File: config.mk
export PLATFORM = sky130hd
export DESIGN_NAME = ethernet_ipv4_l4_header_parser
export DESIGN_NICKNAME = d
export VERILOG_FILES = /design/src/ethl4p_pkg.sv /design/src/ethernet_ipv4_l4_header_parser.sv
export SDC_FILE = /design/constraint.sdc
export NUM_CORES = 1
export LEC_CHECK = 0
export BUFFER_PORTS_ARGS = -buffer_cell sky130_fd_sc_hd__buf_2
export CELL_PAD_IN_SITES_DETAIL_PLACEMENT = 0
export CELL_PAD_IN_SITES_GLOBAL_PLACEMENT = 1
export CORE_MARGIN = 2
export CORE_UTILIZATION = 47
export DETAILED_ROUTE_END_ITERATION = 10
export PLACE_DENSITY_LB_ADDON = 0.05
export SYNTH_ARGS = -nofsm -noshare
export SYNTH_HDL_FRONTEND = slang
export SYNTH_SLANG_ARGS = --single-unit
export TNS_END_PERCENT = 1
File: constraint.sdc
create_clock -name clk -period 6.7 [get_ports clk]
set_input_delay 0.67 -clock clk [delete_from_list [all_inputs] [get_ports clk]]
set_output_delay 0.67 -clock clk [all_outputs]
set_load 0.01 [all_outputs]
File: src/ethl4p_pkg.sv
package ethl4p_pkg;

	localparam int unsigned POS_W    = 16;
	localparam int unsigned DATA_W   = 144;
	localparam int unsigned RESULT_W = 138;

	localparam logic [16:0] MAX_FRAME_LEN = 17'd65535;

	localparam logic [POS_W-1:0] POS_MAX       = 16'hFFFF;
	localparam logic [POS_W-1:0] ETH_HDR_BYTES = 16'd14;
	localparam logic [POS_W-1:0] IP_MIN_END    = 16'd34;
	localparam logic [POS_W-1:0] POS_KIND_HI   = 16'd12;
	localparam logic [POS_W-1:0] POS_KIND_LO   = 16'd13;
	localparam logic [POS_W-1:0] POS_IHL       = 16'd14;
	localparam logic [POS_W-1:0] POS_PROTO     = 16'd23;
	localparam logic [POS_W-1:0] POS_SRC_FIRST = 16'd26;
	localparam logic [POS_W-1:0] POS_SRC_LAST  = 16'd29;
	localparam logic [POS_W-1:0] POS_DST_FIRST = 16'd30;
	localparam logic [POS_W-1:0] POS_DST_LAST  = 16'd33;
	localparam logic [POS_W-1:0] PORT_BYTES    = 16'd4;
	localparam logic [POS_W-1:0] TCP_FLAG_OFS  = 16'd13;
	localparam logic [POS_W-1:0] TCP_MIN_BYTES = 16'd14;
	localparam logic [3:0]       IHL_MIN       = 4'd5;

	localparam logic [15:0] ETYPE_IPV4 = 16'h0800;
	localparam logic [15:0] ETYPE_IPV6 = 16'h86DD;
	localparam logic [15:0] ETYPE_ARP  = 16'h0806;

	localparam logic [7:0] PROTO_NUM_TCP  = 8'd6;
	localparam logic [7:0] PROTO_NUM_UDP  = 8'd17;
	localparam logic [7:0] PROTO_NUM_ICMP = 8'd1;

	typedef enum logic [1:0] {
		FC_IPV4  = 2'd0,
		FC_IPV6  = 2'd1,
		FC_ARP   = 2'd2,
		FC_OTHER = 2'd3
	} frame_class_t;

	typedef enum logic [2:0] {
		PC_TCP   = 3'd0,
		PC_UDP   = 3'd1,
		PC_ICMP  = 3'd2,
		PC_OTHER = 3'd3,
		PC_NONE  = 3'd4
	} proto_class_t;

endpackage

File: src/ethernet_ipv4_l4_header_parser.sv
// A frame's last byte is registered in the input stage, then its result in the result slot.
// Throughput: one byte per cycle, back to back, while the result slot can take a frame's
// result; one result per frame. The result register frees the byte path so only a full,
// stalled result holds up input. Reset (arst_n low, asynchronous): input stage and result
// slot empty, per-frame capture state cleared to zero as at the start of a frame.
module ethernet_ipv4_l4_header_parser (
	input  logic                         clk,
	input  logic                         arst_n,
	// frame stream in
	input  logic                         s_axis_tvalid,
	output logic                         s_axis_tready,
	input  logic [7:0]                   s_axis_tdata,   // [7:0] frame_byte
	input  logic                         s_axis_tlast,   // frame_end
	// parse results out
	output logic                         m_axis_tvalid,
	input  logic                         m_axis_tready,
	// [15:0] ether_kind, [17:16] frame_class, [49:18] source_address,
	// [81:50] dest_address, [84:82] proto_class, [100:85] source_port,
	// [116:101] dest_port, [120:117] tcp_flag_bits, [136:121] frame_length,
	// [137] malformed, [143:138] zero
	output logic [ethl4p_pkg::DATA_W-1:0] m_axis_tdata
);
	import ethl4p_pkg::*;

	// Input stage: one registered byte per transaction.
	logic       valid_s1;
	logic [7:0] byte_s1;
	logic       last_s1;

	// Per-frame capture state.
	logic [POS_W-1:0] pos_q;
	logic [15:0]      kind_q;
	logic [3:0]       hw_q;
	logic [7:0]       proto_q;
	logic [31:0]      src_q;
	logic [31:0]      dst_q;
	logic [31:0]      port_q;
	logic [7:0]       flag_q;

	// Result slot.
	logic              out_valid_q;
	logic [DATA_W-1:0] out_data_q;

	// Stage 1 advances unless it holds a last byte and the result slot is stuck.
	logic s1_move;
	logic out_load;

	assign s1_move       = valid_s1 && (!last_s1 || !out_valid_q || m_axis_tready);
	assign out_load      = s1_move && last_s1;
	assign s_axis_tready = !valid_s1 || s1_move;
	assign m_axis_tvalid = out_valid_q;
	assign m_axis_tdata  = out_data_q;

	// Capture: state after taking the stage-1 byte.
	logic [15:0]      kind_nx;
	logic [3:0]       hw_nx;
	logic [7:0]       proto_nx;
	logic [31:0]      src_nx;
	logic [31:0]      dst_nx;
	logic [31:0]      port_nx;
	logic [7:0]       flag_nx;
	logic [POS_W-1:0] l4_ofs;  // transport header offset, 14 + IHL*4

	always_comb begin
		kind_nx  = kind_q;
		hw_nx    = hw_q;
		proto_nx = proto_q;
		src_nx   = src_q;
		dst_nx   = dst_q;
		port_nx  = port_q;
		flag_nx  = flag_q;
		if (pos_q == POS_KIND_HI || pos_q == POS_KIND_LO) begin
			kind_nx = {kind_q[7:0], byte_s1};
		end
		if (pos_q == POS_IHL) begin
			hw_nx = byte_s1[3:0];
		end
		if (pos_q == POS_PROTO) begin
			proto_nx = byte_s1;
		end
		if (pos_q >= POS_SRC_FIRST && pos_q <= POS_SRC_LAST) begin
			src_nx = {src_q[23:0], byte_s1};
		end
		if (pos_q >= POS_DST_FIRST && pos_q <= POS_DST_LAST) begin
			dst_nx = {dst_q[23:0], byte_s1};
		end
		l4_ofs = ETH_HDR_BYTES + {10'd0, hw_nx, 2'b00};
		// Ports and flags only once the IPv4 addresses are past.
		if (pos_q >= IP_MIN_END) begin
			if (pos_q >= l4_ofs && pos_q < l4_ofs + PORT_BYTES) begin
				port_nx = {port_q[23:0], byte_s1};
			end
			if (pos_q == l4_ofs + TCP_FLAG_OFS) begin
				flag_nx = byte_s1;
			end
		end
	end

	// Classification of the completed frame.
	logic [16:0]       count;
	logic [15:0]       len;
	logic [15:0]       r_kind;
	frame_class_t      r_fclass;
	logic [31:0]       r_src;
	logic [31:0]       r_dst;
	proto_class_t      r_pclass;
	logic [15:0]       r_sport;
	logic [15:0]       r_dport;
	logic [3:0]        r_flags;
	logic              r_bad;
	logic [RESULT_W-1:0] result;

	always_comb begin
		count    = {1'b0, pos_q} + 17'd1;
		len      = (count > MAX_FRAME_LEN) ? MAX_FRAME_LEN[15:0] : count[15:0];
		r_kind   = '0;
		r_fclass = FC_OTHER;
		r_src    = '0;
		r_dst    = '0;
		r_pclass = PC_NONE;
		r_sport  = '0;
		r_dport  = '0;
		r_flags  = '0;
		r_bad    = 1'b0;
		if (count < {1'b0, ETH_HDR_BYTES}) begin
			r_bad = 1'b1;
		end else begin
			r_kind = kind_nx;
			if (kind_nx == ETYPE_IPV4) begin
				r_fclass = FC_IPV4;
			end else if (kind_nx == ETYPE_IPV6) begin
				r_fclass = FC_IPV6;
			end else if (kind_nx == ETYPE_ARP) begin
				r_fclass = FC_ARP;
			end else begin
				r_fclass = FC_OTHER;
			end
			if (r_fclass == FC_IPV4) begin
				if (count < {1'b0, IP_MIN_END} || hw_nx < IHL_MIN) begin
					r_bad = 1'b1;
				end else begin
					r_src = src_nx;
					r_dst = dst_nx;
					if (proto_nx == PROTO_NUM_TCP) begin
						r_pclass = PC_TCP;
						if (count < {1'b0, l4_ofs + TCP_MIN_BYTES}) begin
							r_bad = 1'b1;
						end else begin
							r_sport = port_nx[31:16];
							r_dport = port_nx[15:0];
							// SYN, ACK, FIN, RST from the raw flag byte
							r_flags = {flag_nx[2], flag_nx[0], flag_nx[4], flag_nx[1]};
						end
					end else if (proto_nx == PROTO_NUM_UDP) begin
						r_pclass = PC_UDP;
						if (count < {1'b0, l4_ofs + PORT_BYTES}) begin
							r_bad = 1'b1;
						end else begin
							r_sport = port_nx[31:16];
							r_dport = port_nx[15:0];
						end
					end else if (proto_nx == PROTO_NUM_ICMP) begin
						r_pclass = PC_ICMP;
					end else begin
						r_pclass = PC_OTHER;
					end
				end
			end
		end
		result = {r_bad, len, r_flags, r_dport, r_sport, r_pclass, r_dst, r_src,
		          r_fclass, r_kind};
	end

	// Control and frame state.
	always_ff @(posedge clk or negedge arst_n) begin
		if (!arst_n) begin
			valid_s1    <= 1'b0;
			out_valid_q <= 1'b0;
			pos_q       <= '0;
			kind_q      <= '0;
			hw_q        <= '0;
			proto_q     <= '0;
			src_q       <= '0;
			dst_q       <= '0;
			port_q      <= '0;
			flag_q      <= '0;
		end else begin
			if (s_axis_tready) begin
				valid_s1 <= s_axis_tvalid;
			end
			if (out_load) begin
				out_valid_q <= 1'b1;
			end else if (m_axis_tready) begin
				out_valid_q <= 1'b0;
			end
			if (s1_move) begin
				if (last_s1) begin
					// frame done: start the next one clean
					pos_q   <= '0;
					kind_q  <= '0;
					hw_q    <= '0;
					proto_q <= '0;
					src_q   <= '0;
					dst_q   <= '0;
					port_q  <= '0;
					flag_q  <= '0;
				end else begin
					pos_q   <= (pos_q != POS_MAX) ? pos_q + 16'd1 : pos_q;
					kind_q  <= kind_nx;
					hw_q    <= hw_nx;
					proto_q <= proto_nx;
					src_q   <= src_nx;
					dst_q   <= dst_nx;
					port_q  <= port_nx;
					flag_q  <= flag_nx;
				end
			end
		end
	end

	// Payload registers.
	always_ff @(posedge clk) begin
		if (s_axis_tready && s_axis_tvalid) begin
			byte_s1 <= s_axis_tdata;
			last_s1 <= s_axis_tlast;
		end
		if (out_load) begin
			out_data_q <= {{(DATA_W-RESULT_W){1'b0}}, result};
		end
	end

endmodule

# Word level (Yosys, flattened, before mapping)
# Index checks and enable logic that the tools add are counted.
# totals
regBits	293
latch_bits	0
ramBits	0
romBits	0
in_bits	13
output_inout_bits	146
mem_count	0
# classes
n_addsub	6
mul	0
n_div	0
n_lt_le_gt_ge	13
eq_ne	12
shifts	0
muxes	40
n_bitwise	2
reduce_logical	22
# ops
op	n
$mux W32	7
$mux W16	12
$eq A16 B4 Y1 const B	3
$lt A17 B8 Y1	2
$eq A16 B12 Y1 const B	2
$ge A16 B5 Y1 const B	2
$add A16 B1 Y17 const B	1
$gt A17 B16 Y1 const B	1
$lt A17 B4 Y1 const B	1
$lt A17 B6 Y1 const B	1
$add A16 B1 Y16 const B	1
$add A7 B4 Y8 const B	2
$eq A16 B16 Y1 const B	1
$eq A16 B5 Y1 const B	1
$eq A16 B8 Y1	1
$ge A16 B6 Y1 const B	1
$ge A16 B7 Y1	1
$le A16 B5 Y1 const B	1
$le A16 B6 Y1 const B	1
$lt A16 B16 Y1	1
$mux W8	2
$ne A16 B16 Y1 const B	1
$mux W5	3
$mux W1	10
other kinds (18)	36

# Depth between registers and ports, before layout
# Gate-level depths: netlist (run 1).
# depth
depth_word	11
mapped_depth	20

# Worst setup path before layout (run 1)
# No wires, ideal clock.
# synth_path
kind	register to register
start	reg last_s1
end	reg out_data_q[0] (netlist: m_axis_tdata[0]) (enable)
arrival_time_ps	4205
setup_slack_ps	1979
path_stages_with_launch	4
period_less_slack_ps	4721
cell_sequence	edfxtp_1 clkbuf_1 clkbuf_1 and3_1
# synth_via
elab_chain_cells	5
# synth_rtl
element	line	rtl
start: declaration	ethernet_ipv4_l4_header_parser.sv:28	logic last_s1;
start signal: assignment	ethernet_ipv4_l4_header_parser.sv:225	last_s1 <= s_axis_tlast;
$logic_not A1 Y1	ethernet_ipv4_l4_header_parser.sv:48	assign s1_move = valid_s1 && (!last_s1 || !out_valid_q || m_axis_tready);
$logic_or A1 B1 Y1 (2 in series)	ethernet_ipv4_l4_header_parser.sv:48	
$logic_and A1 B1 Y1	ethernet_ipv4_l4_header_parser.sv:48	
$logic_and A1 B1 Y1 (*)	ethernet_ipv4_l4_header_parser.sv:49	assign out_load = s1_move && last_s1;
via out_load	ethernet_ipv4_l4_header_parser.sv:46	logic out_load;
end signal: assignment	ethernet_ipv4_l4_header_parser.sv:228	out_data_q <= {{(DATA_W-RESULT_W){1'b0}}, result};
end: declaration	ethernet_ipv4_l4_header_parser.sv:42	logic [DATA_W-1:0] out_data_q;
# The timed path passes the listed nets; every way through them passes the cells marked *.
# A chain may end at the register's enable or synchronous reset.

# Worst setup path in the final report (run 1)
# layout_path
start	reg pos_q[5]
end	reg out_data_q[105] (netlist: m_axis_tdata[105]) (data pin)
# layout_via
elab_chain_cells	11
elab_cells_between_ends	40
# layout_rtl
element	line	rtl
start: declaration	ethernet_ipv4_l4_header_parser.sv:31	logic [POS_W-1:0] pos_q;
start signal: assignment	ethernet_ipv4_l4_header_parser.sv:208	pos_q <= (pos_q != POS_MAX) ? pos_q + 16'd1 : pos_q;
$eq A16 B4 Y1, on equally long branches	ethernet_ipv4_l4_header_parser.sv:75, ethernet_ipv4_l4_header_parser.sv:72	
$mux W4 / $logic_or A1 B1 Y1 (equally long branches)	ethernet_ipv4_l4_header_parser.sv:75, ethernet_ipv4_l4_header_parser.sv:72	
$add A4 B6 Y7 / $mux W16 (equally long branches)	ethernet_ipv4_l4_header_parser.sv:87, ethernet_ipv4_l4_header_parser.sv:72	
$add A7 B3 Y8 / $eq A16 B12 Y1 (equally long branches)	ethernet_ipv4_l4_header_parser.sv:90, ethernet_ipv4_l4_header_parser.sv:156, ethernet_ipv4_l4_header_parser.sv:133	
$lt A16 B16 Y1 / $mux W1 (equally long branches)	ethernet_ipv4_l4_header_parser.sv:90, ethernet_ipv4_l4_header_parser.sv:133	
$logic_and A1 B1 Y1 / $mux W2 (equally long branches)	ethernet_ipv4_l4_header_parser.sv:90, ethernet_ipv4_l4_header_parser.sv:131	
$mux W32 / $mux W2 (equally long branches)	ethernet_ipv4_l4_header_parser.sv:90, ethernet_ipv4_l4_header_parser.sv:129	
$mux W32 / $mux W2 (equally long branches)	ethernet_ipv4_l4_header_parser.sv:89, ethernet_ipv4_l4_header_parser.sv:125	
$mux W16 / $logic_not A2 Y1 (equally long branches)	ethernet_ipv4_l4_header_parser.sv:156, ethernet_ipv4_l4_header_parser.sv:138	
$mux W16 / $not A1 Y1 (equally long branches)	n/a	
$mux W16 / $reduce_or A3 Y1 (equally long branches)	n/a	
# Parallel ways exist; a longest one is shown, timed or not. The select of a mux whose other input is x is not followed.

==> reports/metrics.yaml, run 1 <==
outcome:
  status: "completed"
cts:
  clkSinkCount: 293
  cts_resized: 0
  post_cts_buffers: 0
  cts-root-buf: "clkbuf_16"
  cts_tree: "yes"
  hold_buffers: 0
  cts_made_buffers: 31
  htree_levels: 1
  clk_latency_ns: 0.56
  cts.clk_slew.worst_paths_ns: 0.06
  clock_path_buffers: 3
sta:
  setup_viol: 0
  relSlewSlack: 0.192
  worstMarginPinSlew_ns: 1.21
  worst_slack_ns: 1.46
  grt_setup_unrepaired: "false"
  layout_min_cycle_time_ns: 5.24
  max_freq_mhz: 191
  period_share: 0.783
  drv_slew: 0
  tns_ns: 0
  fin_skew_ns: 0.0134
  final-hold-violation-count: 0
floorplan:
  fp-row-count: 63
  pin_count: 159
  die_width_um: 178
  die_h_um: 178
  initial_utilization: 0.480
  core-area_um2: 29800
  die_area_um2: 31800
yosys:
  syn_avg_cell_area_um2: 10.8
  synth_top_family_by_area: "simple AND/OR/NAND/NOR gates"
  ys.warnings.count: 0
  syn_inst: 1329
  synth_compound_area_frac: 0.135
  synth_area_um2: 14300
  synth_area_leaders: "edfxtp_1 31%, dfrtp_1 26%, nand2_1 5.5%, a22o_1 4.8%, mux2i_1 4.3%"
  muxShareOfSynthArea: 0.0450
  async_reset_ff_frac: 0.498
  synth-seq-cells: 293
  synth_largest_area_cell: "edfxtp_1"
  synthSimpleGateAreaFrac: 0.178
  synthFlopType: "edfxtp_1"
  synth_top_area_frac: 0.309
  synth_common_cells: "210 x nand2_1, 147 x edfxtp_1, 146 x dfrtp_1"
  yosysUniqueCellTypes: 76
  synth_edf_count: 147
  synth.yosys.seq_area_share: 0.564
  synthXorXnorAreaFrac: 0.0141
  synthAdderAreaFrac: 0.0245
  post-synth-top-count-cell: "nand2_1"
placement:
  post-place-ws_ns: 1.54
  dp_hpwl_mm: 23.3
  port_buffers: 152
  dpl_cell_area_um2: 15300
  place.gp.congestion: 0.870
  placed_cells: 1796
final_layout:
  syn2layout_area_growth_pct: 14.0
  fin_cells: 1853
  layout-drive-gt1-share: 0.177
  design_area_um2: 16300
  diodes: 0
  layout.nets: 1480
detailed_routing:
  wl_per_cell_um: 19.9
  drt-pass1-iter-count: 5
  finalWirelength_mm: 36.9
  drt_iter0_markers: 932
  drcViolationCount: 0
  dr_total_vias: 10643
  viasPerCell: 5.74
  antenna_left: 0
worst_setup_path:
  worstSetupPathType: "reg2reg"
  critical_path.cell_chain: "nor3_1 -> nand4_1 -> o21ai_0 -> and2_1 -> inv_1 -> ha_1 -> inv_1 -> nor3_1 -> xnor2_1 -> ha_1 -> a21oi_1 -> a21oi_1 -> a41oi_1 -> and3_2 -> buf_4 -> nand2_1 -> a21oi_1"
  regToRegSetupSlack_ns: 1.46
  crit_family: "simple AND/OR/NAND/NOR gates"
  arrival_ns: 5.65
  worst_r2r_endpoint: "m_axis_tdata[105]"
  cp_common_cell: "a21oi_1"
  crit_path_max_incr_delay_ns: 0.83
  critPathMaxFanout: 47
  cpMaxStageDelayCell: "and3_2"
  crit-reg2reg-launch: "pos_q[5]"
  critPathLaunchType: "register"
  end_kind: "register"
  reg2reg_depth: 17
  cp.required_ns: 7.10
  crit_buf_inv: 3
power:
  leakage_nw: 7.14
  powerDensity_nw_per_um2: 242
  peakVddDrop_mv: 0.181
run:
  drv_cap: 0
grt:
  grt_pass1_wl_mm: 58.0
  grt_usage: 0.232
  grt_pass1_vias: 10133
  antenna_found_initial: 0
  grt_max_degree: 75
  gr-total-overflow: 0
min_path:
  min_path_type: "in2async"
==> registers in the layout, summed over array words and instances, names as in the netlist <==
signal / cells
flag_q: 4
proto_q: 8
src_q: 32
m_axis_tdata: 138
kind_q: 16
dst_q: 32
byte_s1: 8
m_axis_tvalid: 1
valid_s1: 1
hw_q: 4
pos_q: 16
port_q: 32
last_s1: 1
==> final cells by class <==
class,instances,area [um2]
Timing Repair Buffer,174,932
Clock buffer,42,847
Tap cell,390,488
Sequential cell,293,8070
Inverter,20,75.1
Multi-Input combinational cell,919,5730
Fill cell,2633,13500
Clock inverter,15,163
==> how the worst max path moves through the flow <==
stage,startpoint,end,slack [ns],depth (start not counted)
5_1_grt,pos_q[5],m_axis_tdata[108],0.84,17
6_report,pos_q[5],m_axis_tdata[105],1.46,17
2_1_floorplan,last_s1,m_axis_tdata[0],1.98,3
4_1_cts,pos_q[5],m_axis_tdata[105],1.51,17
3_3_place_gp,pos_q[5],m_axis_tdata[105],1.64,17
3_5_place_dp,pos_q[5],m_axis_tdata[105],1.54,17
==> logic make-up (layout without fill, tap and decap cells) <==
logic type / after synthesis / in the layout
flops: 293 / 293
other cells: 2 / 9
buf+inv: 124 / 251
mux: 64 / 64
compound gates: 273 / 273
fa+ha+maj: 28 / 28
xor+xnor: 23 / 23
simple gates: 522 / 522
==> layout by cell type (no fill, tap or decap), drive strengths merged, types with 11 or more instances in the layout <==
cell type	instances
dfrtp	146
ha	28
edfxtp	147
inv	20
o21ai	45
nor2	98
a22oi	33
nand4	25
buf	174
xnor2	12
xor2	11
nor3	24
mux2i	62
nor2b	37
a22o	79
clkbuf	42
nand3	64
a21oi	69
nand2	210
==> layer usage <==
metal  track usage  wire [um]  vias to the layer above
met2         0.373      17600                      297
met5             0          0                        -
li1              -          -                     5028
met1         0.338      16700                     5265
met4        0.0617        835                        0
met3        0.0224       1780                       53
==> per-stage QoR <==
stage	power, mW	util	hold slack [ns]
after global placement	2.27	0.513	0.476
after CTS	3.98	0.547	0.131
after detailed placement	2.27	0.513	0.488
after floorplan	2.16	-	0.374
after global routing	4.09	0.547	0.145
final	3.95	0.547	0.106
==> report_power, final <==
part	internal, mW	switching, mW	total [mW]
sequential	1.94	0.0489	1.99
combinational	0.0706	0.172	0.243
clock	0.999	0.715	1.71
total	3.01	0.936	3.95
==> worst reg2reg max path, delay by kind of cell, from the launching register on <==
| family | cells | cell delay, ns |
|---|---|---|
| xor+xnor | 1 | 0.18 |
| buf+inv | 3 | 0.58 |
| fa+ha+maj | 2 | 0.62 |
| simple gates | 6 | 2.08 |
| flops | 1 | 0.61 |
| compound gates | 5 | 1.00 |
Note: power is estimated with default switching activity, not from simulation.
==> inputs of run 2 (changes only) <==
--- a/config.mk
+++ b/config.mk
@@ -5,11 +5,12 @@
 export SDC_FILE = /design/constraint.sdc
 export NUM_CORES = 1
 export LEC_CHECK = 0
+export ABC_AREA = 1
 export BUFFER_PORTS_ARGS = -buffer_cell sky130_fd_sc_hd__buf_2
 export CELL_PAD_IN_SITES_DETAIL_PLACEMENT = 0
 export CELL_PAD_IN_SITES_GLOBAL_PLACEMENT = 1
 export CORE_MARGIN = 2
-export CORE_UTILIZATION = 47
+export CORE_UTILIZATION = 46
 export DETAILED_ROUTE_END_ITERATION = 10
 export PLACE_DENSITY_LB_ADDON = 0.05
 export SYNTH_ARGS = -nofsm -noshare
==> constraint.sdc (replaced) <==
create_clock -name clk -period 5.4 [get_ports clk]
set_input_delay 0.54 -clock clk [delete_from_list [all_inputs] [get_ports clk]]
set_output_delay 0.54 -clock clk [all_outputs]
set_load 0.01 [all_outputs]
==> run 2 against run 1 <==
Against the previous run:
- final cell count increased by 9.6%
- critical endpoint is now m_axis_tdata[89]
- clock-buffer cell count up 6
- routed wire length fell by 5.8%
- worst hold slack better by 0.10 ns
- combinational power up 22%
- design area decreased by 0.24%
- non-clock buffer count shrank 1
- first-iteration DRC count shrank 28%
- clock skew about the same
- synthesized area shrank 1.7%
==> reports/metrics.yaml, run 2 <==
sta:
  relSlewSlack: 0.382  # +0.189
  layout_min_cycle_time_ns: 4.40  # -0.839 ns
  fin_skew_ns: 0.0135  # +0.0000809 ns
  drv_slew: 0  # unchanged
  holdWs_ns: 0.208  # +0.101 ns
  max_freq_mhz: 227  # +19%
  period_share: 0.816  # +0.0330
  setup_viol: 0  # unchanged
  grt_setup_unrepaired: "false"
  tns_ns: 0  # unchanged
  worstMarginPinSlew_ns: 0.928  # -0.279 ns
  final-hold-violation-count: 0  # unchanged
final_layout:
  regArea_um2: 8070  # unchanged
  diodes: 0  # unchanged
  layout.nets: 1649  # +11%
  multi_input_area_um2: 4800  # -16%
  layout-drive-gt1-share: 0.199  # +0.0217
  layout_commonest_cell: "nand2_1"
  largest_reg_flops: 138  # unchanged
  fillers: 2819  # +7.1%
  layout_common_cells: "275 x nand2_1, 209 x inv_1, 153 x nor2_1"
  syn2layout_area_growth_pct: 15.7
worst_setup_path:
  arrival_ns: 4.66  # -0.99 ns
  end_kind: "register"
  crit_path_max_incr_delay_ns: 0.53  # -0.30 ns
  critical_path.cell_chain: "inv_1 -> ha_1 -> nand3_1 -> nor2_4 -> nand2_2 -> nand2_1 -> nand2_1 -> nand2_1 -> nand2_2 -> nand2_1 -> inv_1 -> ha_1 -> inv_1 -> ha_1 -> a21oi_1 -> nor2_1 -> o21ai_0 -> nand4_1 -> nand2_1 -> a21o_4 -> buf_12 -> nor2_4"
  cp_common_cell: "nand2_1"
  critPathLaunchType: "register"
  critPathMaxFanout: 22  # -53%
  cpMaxStageDelayCell: "a21o_4"
  crit_family: "simple AND/OR/NAND/NOR gates"
  worstSetupPathType: "reg2reg"
  cp.required_ns: 5.66  # -1.44 ns
  crit_buf_inv: 4  # +1
yosys:
  synth_top_area_frac: 0.314  # +0.00544
  post-synth-top-count-cell: "nand2_1"
  ys.warnings.count: 0  # unchanged
  synth_edf_count: 147  # unchanged
  synthFlopType: "edfxtp_1"
  synth_largest_area_cell: "edfxtp_1"
  yosysUniqueCellTypes: 41  # -46%
  syn_inst: 1463  # +10%
  synth_area_leaders: "edfxtp_1 31%, dfrtp_1 26%, nand2_1 7.3%, inv_1 5.6%, o22ai_1 4.5%"
  synth.yosys.seq_area_share: 0.574  # +0.00994
  syn_avg_cell_area_um2: 9.61  # -11%
  synth_common_cells: "275 x nand2_1, 211 x inv_1, 153 x nor2_1"
  synth_area_um2: 14100  # -1.7%
  synth-seq-cells: 293  # unchanged
  async_reset_ff_frac: 0.498  # unchanged
placement:
  place.gp.congestion: 0.858  # -1.4%
  dp_hpwl_mm: 22.5  # -3.4%
  port_buffers: 152  # unchanged
floorplan:
  fp-row-count: 64  # +1.6%
  initial_utilization: 0.463  # -0.0169
  die_area_um2: 32000  # +0.40%
  core-area_um2: 30300  # +1.9%
  die_width_um: 179  # +0.20%
  pin_count: 159  # unchanged
  die_h_um: 179  # +0.20%
cts:
  cts-root-buf: "clkbuf_16"
  cts_tree: "yes"
  clkSinkCount: 293  # unchanged
  post_cts_buffers: 0  # unchanged
  htree_levels: 2  # +1
  cts.clk_slew.worst_paths_ns: 0.06  # about the same
  cts_made_buffers: 35  # +13%
  hold_buffers: 1  # +1
  clock_path_buffers: 3  # unchanged
  clk_latency_ns: 0.51  # -0.05 ns
  cts_resized: 0  # unchanged
power:
  powerDensity_nw_per_um2: 309  # +28%
  p_sw_frac: 0.232  # -0.00446
  clock_power_share: 0.455  # +0.021
  pwr-share-seq: 0.486  # -0.019
  combPwrFrac: 0.059  # -0.002
  power_switching_mw: 1.17  # +25%
  intPower_mw: 3.86  # +28%
  peakVddDrop_mv: 0.208  # +15%
  leakage_nw: 7.39  # +3.5%
grt:
  gr-total-overflow: 0  # unchanged
  grt_max_degree: 81  # +8.0%
  antenna_found_initial: 0  # unchanged
  grt_pass1_wl_mm: 55.0  # -5.1%
  grt_pass1_vias: 9922  # -2.1%
  grt_usage: 0.222  # -0.0107
detailed_routing:
  antenna_left: 0  # unchanged
  drt-pass1-iter-count: 5  # unchanged
  drcViolationCount: 0  # unchanged
  viasPerCell: 5.12  # -11%
  finalWirelength_mm: 34.8  # -5.8%
  dr_total_vias: 10399  # -2.3%
  drt_iter0_markers: 670  # -28%
  wl_per_cell_um: 17.1  # -14%
min_path:
  min_path_type: "in2reg"
run:
  drv_cap: 0  # unchanged
outcome:
  status: "completed"
==> run 2: per-layer routing <==
layer / track usage / vias to the layer above / routed length, um
met3: 0.0305 / 50 / 1550
met1: 0.327 / 4973 / 16600
met4: 0.0640 / 0 / 867
li1: - / 5143 / -
met5: 0 / - / 0
met2: 0.342 / 233 / 15700
==> run 2: power groups by stage <==
stage	sequential, mW	clock (mW)	combinational, mW
floorplan	2.51	0	0.129
global placement	2.49	0	0.302
detailed placement	2.49	0	0.302
CTS	2.45	2.35	0.303
global route	2.45	2.44	0.328
finish	2.44	2.29	0.296
==> run 2: logic make-up after synthesis <==
kind of cell    after synthesis  synth area share
compound gates              290             0.127
xor+xnor                      9           0.00561
fa+ha+maj                    28            0.0249
buf+inv                     288            0.0877
flops                       293             0.574
mux                           2           0.00142
other cells                   2          0.000534
simple gates                551             0.179
==> run 2: final cells by class <==
| type | instances | share of cell area |
|---|---|---|
| multi-input cells | 889 | 0.295 |
| flip-flops and latches | 293 | 0.496 |
| well taps | 396 | 0.0305 |
| clock inverters | 16 | 0.00862 |
| clock buffers | 48 | 0.0606 |
| inverters | 216 | 0.0502 |
| repair buffers | 173 | 0.0585 |
==> run 2: worst paths after layout <==
| kind | start | end | slack, ns | cells after the start |
|---|---|---|---|---|
| min in group asynchronous | arst_n | port_q[26] | 0.52 | 2 |
| setup / recovery | pos_q[0] | m_axis_tdata[89] | 1.0 | 22 |
| setup reg to reg | pos_q[0] | m_axis_tdata[89] | 1.0 | 22 |
| max in group asynchronous | arst_n | dst_q[1] | 3.60 | 3 |
| hold reg to reg | flag_q[0] | flag_q[0] | 0.48 | 2 |
| hold / removal | s_axis_tdata[5] | byte_s1[5] | 0.21 | 1 |
==> run 2: worst reg2reg max path, delay by kind of cell, from the launching register on <==
kind	cells	cell delay, ns
DFF	1	0.47
buffers and inverters	4	0.58
adders and majority gates	3	0.73
AOI/OAI and AO/OA	3	0.83
and+or+nand+nor	12	1.57
==> run 2: through the flow <==
| step | utilization | cell area [um2] | setup WS, ns | cells | power [mW] |
|---|---|---|---|---|---|
| floorplan | - | 14100 | 0.794 | 1470 | 2.64 |
| global placement | 0.498 | 15100 | 1.06 | 1966 | 2.79 |
| detailed placement | 0.498 | 15100 | 0.987 | 1966 | 2.79 |
| CTS | 0.536 | 16300 | 0.976 | 2031 | 5.10 |
| global route | 0.536 | 16300 | 0.541 | 2031 | 5.22 |
| finish | 0.536 | 16300 | 0.996 | 2031 | 5.03 |
